[src/gwwb_pkg.sv]
`default_nettype none

package gwwb_pkg;

  // Pixel and gain formats
  localparam int unsigned PIX_W     = 8;
  localparam int unsigned FRAC_W    = 16;
  localparam int unsigned TOTAL_W   = 30;
  localparam int unsigned ALL_W     = 32;
  localparam int unsigned GAIN_W    = 25;
  localparam int unsigned PROD_W    = PIX_W + GAIN_W;

  // Divider formats: dividend is the sum of all channel totals shifted by the fraction width
  localparam int unsigned DVD_W     = ALL_W + FRAC_W;
  localparam int unsigned DSR_W     = 32;
  localparam int unsigned DIV_STEPS = DVD_W;
  localparam int unsigned CNT_W     = 6;

  localparam logic [TOTAL_W-1:0] TOTAL_MAX  = {TOTAL_W{1'b1}};
  localparam logic [GAIN_W-1:0]  GAIN_ONE   = GAIN_W'(1) << FRAC_W;
  localparam logic [GAIN_W-1:0]  GAIN_CLAMP = GAIN_W'(256) << FRAC_W;
  localparam logic [PIX_W-1:0]   PIX_MAX    = {PIX_W{1'b1}};
  localparam logic [CNT_W-1:0]   CNT_LAST   = CNT_W'(DIV_STEPS - 1);

  typedef enum logic [1:0] {
    CH_RED   = 2'd0,
    CH_GREEN = 2'd1,
    CH_BLUE  = 2'd2
  } chan_e;

  // Controller to datapath commands
  typedef struct packed {
    logic  gather;
    logic  apply_in;
    logic  load;
    logic  div_start;
    logic  gain_wr;
    logic  apply_held;
    chan_e chan;
  } cmd_t;

  // Datapath to controller status
  typedef struct packed {
    logic pending;
    logic div_done;
  } stat_t;

endpackage

`default_nettype wire

[src/gray_world_white_balance.sv]
// Gray-world white balance on 8-bit RGB pixels.
// Request channel: a request is taken at a rising edge with start_i high and
// busy_o low. mode_i = 0 gathers the pixel into per-channel running sums
// (saturating at 2^30-1); mode_i = 1 corrects the pixel with the gains in force.
// Result channel: valid_o is high for exactly one cycle with red_out_o,
// green_out_o and blue_out_o; the receiver takes it in that cycle and cannot stall.
// Gather requests produce no result; busy_o stays low.
// A correct request with no gather since the last gain update gives its result
// in the cycle after acceptance; busy_o stays low, one request per cycle.
// The first correct request after any gather computes three Q9.16 gains with
// a shared restoring divider, one quotient bit per cycle, one channel after
// another: busy_o is high while the gains are computed, and the result strobes
// after all three gains are written. The gathered sums are then cleared.
// Reset: sums clear, all gains become 1.0, no result is pending.
`default_nettype none

module gray_world_white_balance (
  input  wire                         clk_i,
  input  wire                         rst_ni,
  input  wire                         start_i,
  output logic                        busy_o,
  input  wire                         mode_i,
  input  wire  [gwwb_pkg::PIX_W-1:0]  red_i,
  input  wire  [gwwb_pkg::PIX_W-1:0]  green_i,
  input  wire  [gwwb_pkg::PIX_W-1:0]  blue_i,
  output logic                        valid_o,
  output logic [gwwb_pkg::PIX_W-1:0]  red_out_o,
  output logic [gwwb_pkg::PIX_W-1:0]  green_out_o,
  output logic [gwwb_pkg::PIX_W-1:0]  blue_out_o
);

  gwwb_pkg::cmd_t  cmd;
  gwwb_pkg::stat_t stat;

  gwwb_ctrl u_ctrl (
    .clk_i   (clk_i),
    .rst_ni  (rst_ni),
    .start_i (start_i),
    .mode_i  (mode_i),
    .stat_i  (stat),
    .cmd_o   (cmd),
    .busy_o  (busy_o)
  );

  gwwb_dpath u_dpath (
    .clk_i       (clk_i),
    .rst_ni      (rst_ni),
    .cmd_i       (cmd),
    .stat_o      (stat),
    .red_i       (red_i),
    .green_i     (green_i),
    .blue_i      (blue_i),
    .valid_o     (valid_o),
    .red_out_o   (red_out_o),
    .green_out_o (green_out_o),
    .blue_out_o  (blue_out_o)
  );

endmodule

`default_nettype wire

[src/gwwb_div.sv]
`default_nettype none

module gwwb_div (
  input  wire                            clk_i,
  input  wire                            rst_ni,
  input  wire                            start_i,
  input  wire  [gwwb_pkg::DVD_W-1:0]     dividend_i,
  input  wire  [gwwb_pkg::DSR_W-1:0]     divisor_i,
  output logic                           done_o,
  output logic [gwwb_pkg::GAIN_W-1:0]    gain_o
);

  logic [gwwb_pkg::DVD_W-1:0]  dvd_q, dvd_d;
  logic [gwwb_pkg::DSR_W-1:0]  dsr_q, dsr_d;
  logic [gwwb_pkg::DSR_W-1:0]  rem_q, rem_d;
  logic [gwwb_pkg::GAIN_W-1:0] quo_q, quo_d;
  logic                        ovf_q, ovf_d;
  logic [gwwb_pkg::CNT_W-1:0]  cnt_q, cnt_d;
  logic                        run_q, run_d;
  logic                        done_q, done_d;
  logic [gwwb_pkg::DSR_W:0]    rem_sh;
  logic [gwwb_pkg::DSR_W:0]    rem_sub;
  logic                        fits;

  // One restoring step: bring down the next dividend bit, subtract if it fits
  assign rem_sh  = {rem_q, dvd_q[gwwb_pkg::DVD_W-1]};
  assign rem_sub = rem_sh - {1'b0, dsr_q};
  assign fits    = (rem_sh >= {1'b0, dsr_q});

  always_comb begin
    dvd_d  = dvd_q;
    dsr_d  = dsr_q;
    rem_d  = rem_q;
    quo_d  = quo_q;
    ovf_d  = ovf_q;
    cnt_d  = cnt_q;
    run_d  = run_q;
    done_d = 1'b0;
    if (start_i) begin
      dvd_d = dividend_i;
      dsr_d = divisor_i;
      rem_d = '0;
      quo_d = '0;
      ovf_d = 1'b0;
      cnt_d = '0;
      run_d = 1'b1;
    end else if (run_q) begin
      dvd_d = {dvd_q[gwwb_pkg::DVD_W-2:0], 1'b0};
      rem_d = fits ? rem_sub[gwwb_pkg::DSR_W-1:0] : rem_sh[gwwb_pkg::DSR_W-1:0];
      // Quotient bits above the gain width only mark an overflow
      quo_d = {quo_q[gwwb_pkg::GAIN_W-2:0], fits};
      ovf_d = ovf_q | quo_q[gwwb_pkg::GAIN_W-1];
      cnt_d = cnt_q + gwwb_pkg::CNT_W'(1);
      if (cnt_q == gwwb_pkg::CNT_LAST) begin
        run_d  = 1'b0;
        done_d = 1'b1;
      end
    end
  end

  always_ff @(posedge clk_i or negedge rst_ni) begin
    if (!rst_ni) begin
      run_q  <= 1'b0;
      done_q <= 1'b0;
      cnt_q  <= '0;
    end else begin
      run_q  <= run_d;
      done_q <= done_d;
      cnt_q  <= cnt_d;
    end
  end

  always_ff @(posedge clk_i) begin
    dvd_q <= dvd_d;
    dsr_q <= dsr_d;
    rem_q <= rem_d;
    quo_q <= quo_d;
    ovf_q <= ovf_d;
  end

  // Clamp; a zero divisor yields an all-ones quotient and so clamps too
  assign done_o = done_q;
  assign gain_o = (ovf_q || (quo_q > gwwb_pkg::GAIN_CLAMP)) ? gwwb_pkg::GAIN_CLAMP : quo_q;

endmodule

`default_nettype wire

[src/gwwb_dpath.sv]
`default_nettype none

module gwwb_dpath (
  input  wire                           clk_i,
  input  wire                           rst_ni,
  input  wire  gwwb_pkg::cmd_t          cmd_i,
  output gwwb_pkg::stat_t               stat_o,
  input  wire  [gwwb_pkg::PIX_W-1:0]    red_i,
  input  wire  [gwwb_pkg::PIX_W-1:0]    green_i,
  input  wire  [gwwb_pkg::PIX_W-1:0]    blue_i,
  output logic                          valid_o,
  output logic [gwwb_pkg::PIX_W-1:0]    red_out_o,
  output logic [gwwb_pkg::PIX_W-1:0]    green_out_o,
  output logic [gwwb_pkg::PIX_W-1:0]    blue_out_o
);

  logic [gwwb_pkg::TOTAL_W-1:0] red_tot_q, green_tot_q, blue_tot_q;
  logic [gwwb_pkg::GAIN_W-1:0]  red_gain_q, green_gain_q, blue_gain_q;
  logic                         pending_q;
  logic [gwwb_pkg::ALL_W-1:0]   all_q;
  logic [gwwb_pkg::PIX_W-1:0]   red_pix_q, green_pix_q, blue_pix_q;
  logic                         valid_q;
  logic [gwwb_pkg::PIX_W-1:0]   red_out_q, green_out_q, blue_out_q;

  logic [gwwb_pkg::ALL_W-1:0]   all_sum;
  logic [gwwb_pkg::TOTAL_W-1:0] chan_tot;
  logic [gwwb_pkg::DSR_W-1:0]   den;
  logic                         div_done;
  logic [gwwb_pkg::GAIN_W-1:0]  div_gain;
  logic [gwwb_pkg::PIX_W-1:0]   red_src, green_src, blue_src;

  function automatic logic [gwwb_pkg::TOTAL_W-1:0] sat_add(
    input logic [gwwb_pkg::TOTAL_W-1:0] tot,
    input logic [gwwb_pkg::PIX_W-1:0]   px
  );
    logic [gwwb_pkg::TOTAL_W:0] s;
    s = {1'b0, tot} + (gwwb_pkg::TOTAL_W+1)'(px);
    return s[gwwb_pkg::TOTAL_W] ? gwwb_pkg::TOTAL_MAX : s[gwwb_pkg::TOTAL_W-1:0];
  endfunction

  function automatic logic [gwwb_pkg::PIX_W-1:0] apply_gain(
    input logic [gwwb_pkg::PIX_W-1:0]  px,
    input logic [gwwb_pkg::GAIN_W-1:0] gain
  );
    logic [gwwb_pkg::PROD_W-1:0]                 prod;
    logic [gwwb_pkg::PROD_W-gwwb_pkg::FRAC_W-1:0] v;
    prod = gwwb_pkg::PROD_W'(px) * gwwb_pkg::PROD_W'(gain);
    v    = prod[gwwb_pkg::PROD_W-1:gwwb_pkg::FRAC_W];
    return (v > (gwwb_pkg::PROD_W-gwwb_pkg::FRAC_W)'(gwwb_pkg::PIX_MAX))
           ? gwwb_pkg::PIX_MAX : v[gwwb_pkg::PIX_W-1:0];
  endfunction

  // Sum of all three channel totals
  assign all_sum = gwwb_pkg::ALL_W'(red_tot_q) + gwwb_pkg::ALL_W'(green_tot_q)
                 + gwwb_pkg::ALL_W'(blue_tot_q);

  // Select the channel under division and form three times its total
  always_comb begin
    case (cmd_i.chan)
      gwwb_pkg::CH_RED:   chan_tot = red_tot_q;
      gwwb_pkg::CH_GREEN: chan_tot = green_tot_q;
      gwwb_pkg::CH_BLUE:  chan_tot = blue_tot_q;
      default:            chan_tot = blue_tot_q;
    endcase
  end

  assign den = gwwb_pkg::DSR_W'({chan_tot, 1'b0}) + gwwb_pkg::DSR_W'(chan_tot);

  gwwb_div u_div (
    .clk_i      (clk_i),
    .rst_ni     (rst_ni),
    .start_i    (cmd_i.div_start),
    .dividend_i ({all_q, {gwwb_pkg::FRAC_W{1'b0}}}),
    .divisor_i  (den),
    .done_o     (div_done),
    .gain_o     (div_gain)
  );

  // Statistics and gain state
  always_ff @(posedge clk_i or negedge rst_ni) begin
    if (!rst_ni) begin
      red_tot_q    <= '0;
      green_tot_q  <= '0;
      blue_tot_q   <= '0;
      red_gain_q   <= gwwb_pkg::GAIN_ONE;
      green_gain_q <= gwwb_pkg::GAIN_ONE;
      blue_gain_q  <= gwwb_pkg::GAIN_ONE;
      pending_q    <= 1'b0;
    end else begin
      if (cmd_i.gather) begin
        red_tot_q   <= sat_add(red_tot_q, red_i);
        green_tot_q <= sat_add(green_tot_q, green_i);
        blue_tot_q  <= sat_add(blue_tot_q, blue_i);
        pending_q   <= 1'b1;
      end
      if (cmd_i.gain_wr) begin
        case (cmd_i.chan)
          gwwb_pkg::CH_RED:   red_gain_q   <= div_gain;
          gwwb_pkg::CH_GREEN: green_gain_q <= div_gain;
          gwwb_pkg::CH_BLUE:  blue_gain_q  <= div_gain;
          default:            blue_gain_q  <= blue_gain_q;
        endcase
      end
      // Drop the gathered statistics once the gains are in force
      if (cmd_i.apply_held) begin
        red_tot_q   <= '0;
        green_tot_q <= '0;
        blue_tot_q  <= '0;
        pending_q   <= 1'b0;
      end
    end
  end

  // Hold the request pixel and total sum while gains are computed
  always_ff @(posedge clk_i) begin
    if (cmd_i.load) begin
      all_q       <= all_sum;
      red_pix_q   <= red_i;
      green_pix_q <= green_i;
      blue_pix_q  <= blue_i;
    end
  end

  assign red_src   = cmd_i.apply_held ? red_pix_q   : red_i;
  assign green_src = cmd_i.apply_held ? green_pix_q : green_i;
  assign blue_src  = cmd_i.apply_held ? blue_pix_q  : blue_i;

  // Output register: one-cycle result strobe
  always_ff @(posedge clk_i or negedge rst_ni) begin
    if (!rst_ni) begin
      valid_q <= 1'b0;
    end else begin
      valid_q <= cmd_i.apply_in | cmd_i.apply_held;
    end
  end

  always_ff @(posedge clk_i) begin
    if (cmd_i.apply_in || cmd_i.apply_held) begin
      red_out_q   <= apply_gain(red_src, red_gain_q);
      green_out_q <= apply_gain(green_src, green_gain_q);
      blue_out_q  <= apply_gain(blue_src, blue_gain_q);
    end
  end

  assign stat_o.pending  = pending_q;
  assign stat_o.div_done = div_done;
  assign valid_o     = valid_q;
  assign red_out_o   = red_out_q;
  assign green_out_o = green_out_q;
  assign blue_out_o  = blue_out_q;

endmodule

`default_nettype wire

[src/gwwb_ctrl.sv]
`default_nettype none

module gwwb_ctrl (
  input  wire              clk_i,
  input  wire              rst_ni,
  input  wire              start_i,
  input  wire              mode_i,
  input  wire gwwb_pkg::stat_t stat_i,
  output gwwb_pkg::cmd_t   cmd_o,
  output logic             busy_o
);

  typedef enum logic [1:0] {
    ST_IDLE  = 2'd0,
    ST_START = 2'd1,
    ST_DIV   = 2'd2,
    ST_APPLY = 2'd3
  } state_e;

  state_e          state_q, state_d;
  gwwb_pkg::chan_e chan_q, chan_d;
  logic            busy_q;
  logic            accept;

  assign accept = start_i & ~busy_q;

  // Decode commands and next state
  always_comb begin
    state_d = state_q;
    chan_d  = chan_q;
    cmd_o   = '0;
    cmd_o.chan = chan_q;
    case (state_q)
      ST_IDLE: begin
        if (accept) begin
          if (!mode_i) begin
            cmd_o.gather = 1'b1;
          end else if (!stat_i.pending) begin
            cmd_o.apply_in = 1'b1;
          end else begin
            cmd_o.load = 1'b1;
            chan_d     = gwwb_pkg::CH_RED;
            state_d    = ST_START;
          end
        end
      end
      ST_START: begin
        cmd_o.div_start = 1'b1;
        state_d         = ST_DIV;
      end
      ST_DIV: begin
        if (stat_i.div_done) begin
          cmd_o.gain_wr = 1'b1;
          case (chan_q)
            gwwb_pkg::CH_RED: begin
              chan_d  = gwwb_pkg::CH_GREEN;
              state_d = ST_START;
            end
            gwwb_pkg::CH_GREEN: begin
              chan_d  = gwwb_pkg::CH_BLUE;
              state_d = ST_START;
            end
            default: begin
              state_d = ST_APPLY;
            end
          endcase
        end
      end
      ST_APPLY: begin
        cmd_o.apply_held = 1'b1;
        state_d          = ST_IDLE;
      end
      default: begin
        state_d = ST_IDLE;
      end
    endcase
  end

  // Hold state, channel and the registered busy flag
  always_ff @(posedge clk_i or negedge rst_ni) begin
    if (!rst_ni) begin
      state_q <= ST_IDLE;
      chan_q  <= gwwb_pkg::CH_RED;
      busy_q  <= 1'b0;
    end else begin
      state_q <= state_d;
      chan_q  <= chan_d;
      busy_q  <= (state_d != ST_IDLE);
    end
  end

  assign busy_o = busy_q;

endmodule

`default_nettype wire
[config.mk]
export PLATFORM = sky130hd
export DESIGN_NAME = gray_world_white_balance
export DESIGN_NICKNAME = d
export VERILOG_FILES = /design/src/gwwb_pkg.sv /design/src/gray_world_white_balance.sv /design/src/gwwb_div.sv /design/src/gwwb_dpath.sv /design/src/gwwb_ctrl.sv
export SDC_FILE = /design/constraint.sdc
export NUM_CORES = 2
export LEC_CHECK = 0
export BUFFER_PORTS_ARGS = -buffer_cell sky130_fd_sc_hd__buf_2
export CORE_ASPECT_RATIO = 1.2
export CORE_UTILIZATION = 40
export CTS_BUF_LIST = sky130_fd_sc_hd__clkbuf_4 sky130_fd_sc_hd__clkbuf_8
export DETAILED_ROUTE_END_ITERATION = 12
export GPL_TIMING_DRIVEN = 0
export SETUP_SLACK_MARGIN = 0.2
export SYNTH_ARGS = -nofsm -noshare
export SYNTH_HDL_FRONTEND = slang
export SYNTH_SLANG_ARGS = --single-unit
[constraint.sdc]
create_clock -name clk_i -period 6.74 [get_ports clk_i]
set_clock_uncertainty 0.15 [all_clocks]
set_input_delay 0.337 -clock clk_i [delete_from_list [all_inputs] [get_ports clk_i]]
set_output_delay 0.337 -clock clk_i [all_outputs]
set_load 0.005 [all_outputs]
==> results by group <==
Floorplanning
  – Die area: around 100000 µm²
  – Starting density of the core: between 40% and 50%
  – Die W: about 290 µm
  – Die height: about 350 µm
  – IO Pins: 54
  – Std cell rows: 126
  – Core ar.: 98500 µm²

Synth
  – Post-synth top cells: 639 x nand2_1, 449 x inv_1, 418 x fa_1, 398 x and2_1, 298 x ha_1
  – Post-Synthesis Cells: approximately 4400
  – Sequential fraction of the synthesis area: between 20% and 30%
  – Mux share of post-synthesis cell area: under 10%
  – Synth warn: 0
  – Synth Area in XOR/XNOR: 3.27%
  – Synth Area in Adders: 30.3%
  – Top cell type's share of synthesized area: 21.0%
  – Post-synth EDFFs: 144
  – Largest family of logic cells by synthesized area: adder cells
  – Simple-Gate Fraction of Synth Area: 19.4%
  – Main flop type after synthesis: dfrtp_1
  – Synth area leader: fa_1
  – Post-Syn Area: roughly 40000 µm²
  – Share of flip-flops with an asynchronous set or reset: 47.1%
  – Avg Inst Size Synth: 9.03 µm²
  – Syn_nets: roughly 5200
  – Post-synthesis register bit count: 382
  – Synth cell types: 96
  – Synth top area cells: fa_1 21%, dfrtp_1 11%, edfxtp_1 11%
  – Compound-cell area share of the yosys netlist: 14.1%
  – Count leader, synth: nand2_1

GRT
  – GR Util All Layers: a little under a quarter
  – Vias in the first global route: approximately 33000
  – Overflow left after global routing: 0
  – First-pass GRT wire length: 180000 µm
  – Pin count of the biggest net entering global routing: 110
  – Initial antenna violation count: 4

Timing
  – RSZ-0062 raised after global routing: yes
  – Final setup violation count: 0
  – Max-slew violations: 0
  – Final Critical Period: 6.51 ns
  – Hold Vio Cnt, Final: 0
  – Relative slew slack: 22.4%
  – Fin crit share: 96.6%
  – Peak Freq: about 150 MHz
  – Tightest Pin Transition: 1.15 ns

Outcome
  – Status: completed

Worst setup path
  – Worst reg-to-reg path cell count: 24
  – Max FO, Critical Path: 8
  – R2R Setup Slk: 0.23 ns
  – CP required: 7.00 ns
  – Startpoint types: register
  – Reg-to-Reg Start: u_ctrl.state_q[1]
  – FF-to-FF End: u_dpath.green_out_o[2]
  – Critical path endpoint category: register
  – Kind of critical path: register to register
  – CP arrival: 6.77 ns

Power
  – Maximum resistive drop on vdd: 0.165 mV
  – Power per Cell Area: 143 nW/µm²
  – Static Leak: 0.0216 µW
  – Final total power: 6460 µW

Placed design
  – RD Place Congestion: 0.906
  – Inst Count DP: about 5800
  – IO buf count: 53
  – Dpl hpwl: 87600 µm

Clock tree
  – Clk sink count: 382
  – H-tree Lvls: 3
  – TritonCTS clock tree: yes
  – CTS Buffer Depth: 3
  – Clk pin slew, worst setup/hold paths: 0.06 ns
  – CTS Buf Count: 73
  – Root Buffer: clkbuf_8
  – Clk_lat worst skew: roughly 0.70 ns

Routing
  – Drt wl/cell: 19.0 µm
  – Post-DRT Antenna Nets: 0
  – DR vias/cell: 5.43
  – Drt drc: 0
  – Vias: 32400
  – Final WL: about 110000 µm
  – 1st-pass router iterations: 5
  – Drt first-iter violations: around 2300

Layout
  – Final nets: 5365
  – Area delta synth->final: 13.0%
  – Final Non-Filler Cells: 5963
  – Share of post-route cells with drive strength above 1: 9.10%

Run
  – Max_cap viols: 0

Worst hold path
  – Worst Hold Class: input pin to async pin
[cells by family after synthesis]
kind of cell | after synthesis
simple gates | 1569
compound gates | 896
fa+ha+maj | 716
buf+inv | 625
flops | 382
xor+xnor | 149
mux | 77
[critical path: stages (launching register included)]
cell,delay (ns)
dfrtp_2,0.43
and2_4,0.17
buf_8,0.13
clkbuf_16,0.15
nand2_2,0.08
nand2_4,0.09
buf_8,0.14
and2_4,0.15
fa_1,0.50
fa_1,0.53
fa_1,0.50
inv_1,0.05
fa_1,0.52
inv_2,0.05
ha_4,0.22
a21oi_4,0.16
o21ai_2,0.10
a22oi_2,0.24
o211ai_4,0.17
a211o_1,0.33
a311o_1,0.33
xnor2_1,0.16
o221ai_1,0.14
a2111o_2,0.49
o21bai_4,0.21
[per-stage QoR]
step	setup TNS (ns)	hold slack (ns)	util, %	instance area, µm²	setup slack (ns)
2_1_floorplan	0	-0.109	-	39900	0.416
3_3_place_gp	-26.43	0.318	42.4	41700	-1.39
3_5_place_dp	-25.54	0.217	42.5	41800	-1.43
4_1_cts	0	0.0503	45.2	44500	0.140
5_1_grt	0	0.0993	45.7	45000	0.0192
6_report	0	0.0686	45.7	45000	0.230
[cells in the final DEF (no fill, tap or decap), types with 91 or more instances in the layout]
cell type    n
a21oi_1    239
and2_1     396
clkbuf_1    91
dfrtp_1    175
edfxtp_1   144
fa_1       411
ha_1       293
inv_1      443
nand2_1    608
nor2_1     183
o21ai_0    244
xnor2_1     98
[sequential cells by signal (all words and copies together) (netlist names), 6 cells and up]
signal	flops
u_dpath.all_q	32
u_dpath.blue_gain_q	25
u_dpath.blue_out_o	8
u_dpath.blue_pix_q	8
u_dpath.blue_tot_q	30
u_dpath.green_gain_q	25
u_dpath.green_out_o	8
u_dpath.green_pix_q	8
u_dpath.green_tot_q	30
u_dpath.red_gain_q	25
u_dpath.red_out_o	8
u_dpath.red_pix_q	8
u_dpath.red_tot_q	30
u_dpath.u_div.cnt_q	6
u_dpath.u_div.dsr_q	32
u_dpath.u_div.dvd_q	32
u_dpath.u_div.quo_q	25
u_dpath.u_div.rem_q	32
[power breakdown]
group          switching, µW  total [µW]  internal, µW
Sequential               176        2760          2590
Clock                   1140        2500          1360
Combinational            698        1190           496
Total                   2010        6460          4440
[worst max path at each step]
stage                       from                     end  slack (ns)  cells past startpoint
6_report       u_ctrl.state_q[1]  u_dpath.green_out_o[2]        0.23                     24
5_1_grt        u_ctrl.state_q[1]  u_dpath.green_out_o[2]        0.02                     24
4_1_cts        u_ctrl.state_q[1]  u_dpath.green_out_o[2]        0.14                     24
3_5_place_dp   u_ctrl.state_q[1]  u_dpath.green_out_o[2]       -1.43                     25
3_3_place_gp   u_ctrl.state_q[1]  u_dpath.green_out_o[2]       -1.39                     25
2_1_floorplan  u_ctrl.state_q[1]  u_dpath.green_out_o[2]        0.42                     25
[cell type report]
cell class                 instances  area [µm²]
clock buffer                     103        1280
multi-input combinational       3407       28100
sequential                       382       10000
clock inverter                    31         273
tap                             1280        1600
fill                            9464       53500
timing repair buffer             132        1030
inverter                         450        1690
buffer                           175        1080
antenna                            3        7.51
[repair_timing]
action,in CTS,in global routing
hold buffers,26,0
gates resized for setup,168,112
pin swaps,34,42
buffers inserted,31,15
cloned,1,1
setup endpoints to repair,24,24
endpoints found under the hold margin,100,0
[routing by layer]
| layer | track usage [%] | vias up | part of all wire, % |
|---|---|---|---|
| met5 | 0 | - | 0.024 |
| li1 | - | 15300 | - |
| met1 | 28.3 | 16100 | 43 |
| met2 | 39.6 | 773 | 49 |
| met4 | 8.76 | 4 | 3.7 |
| met3 | 2.43 | 217 | 4.3 |
No activity file was read; power rests on OpenSTA's default activity.
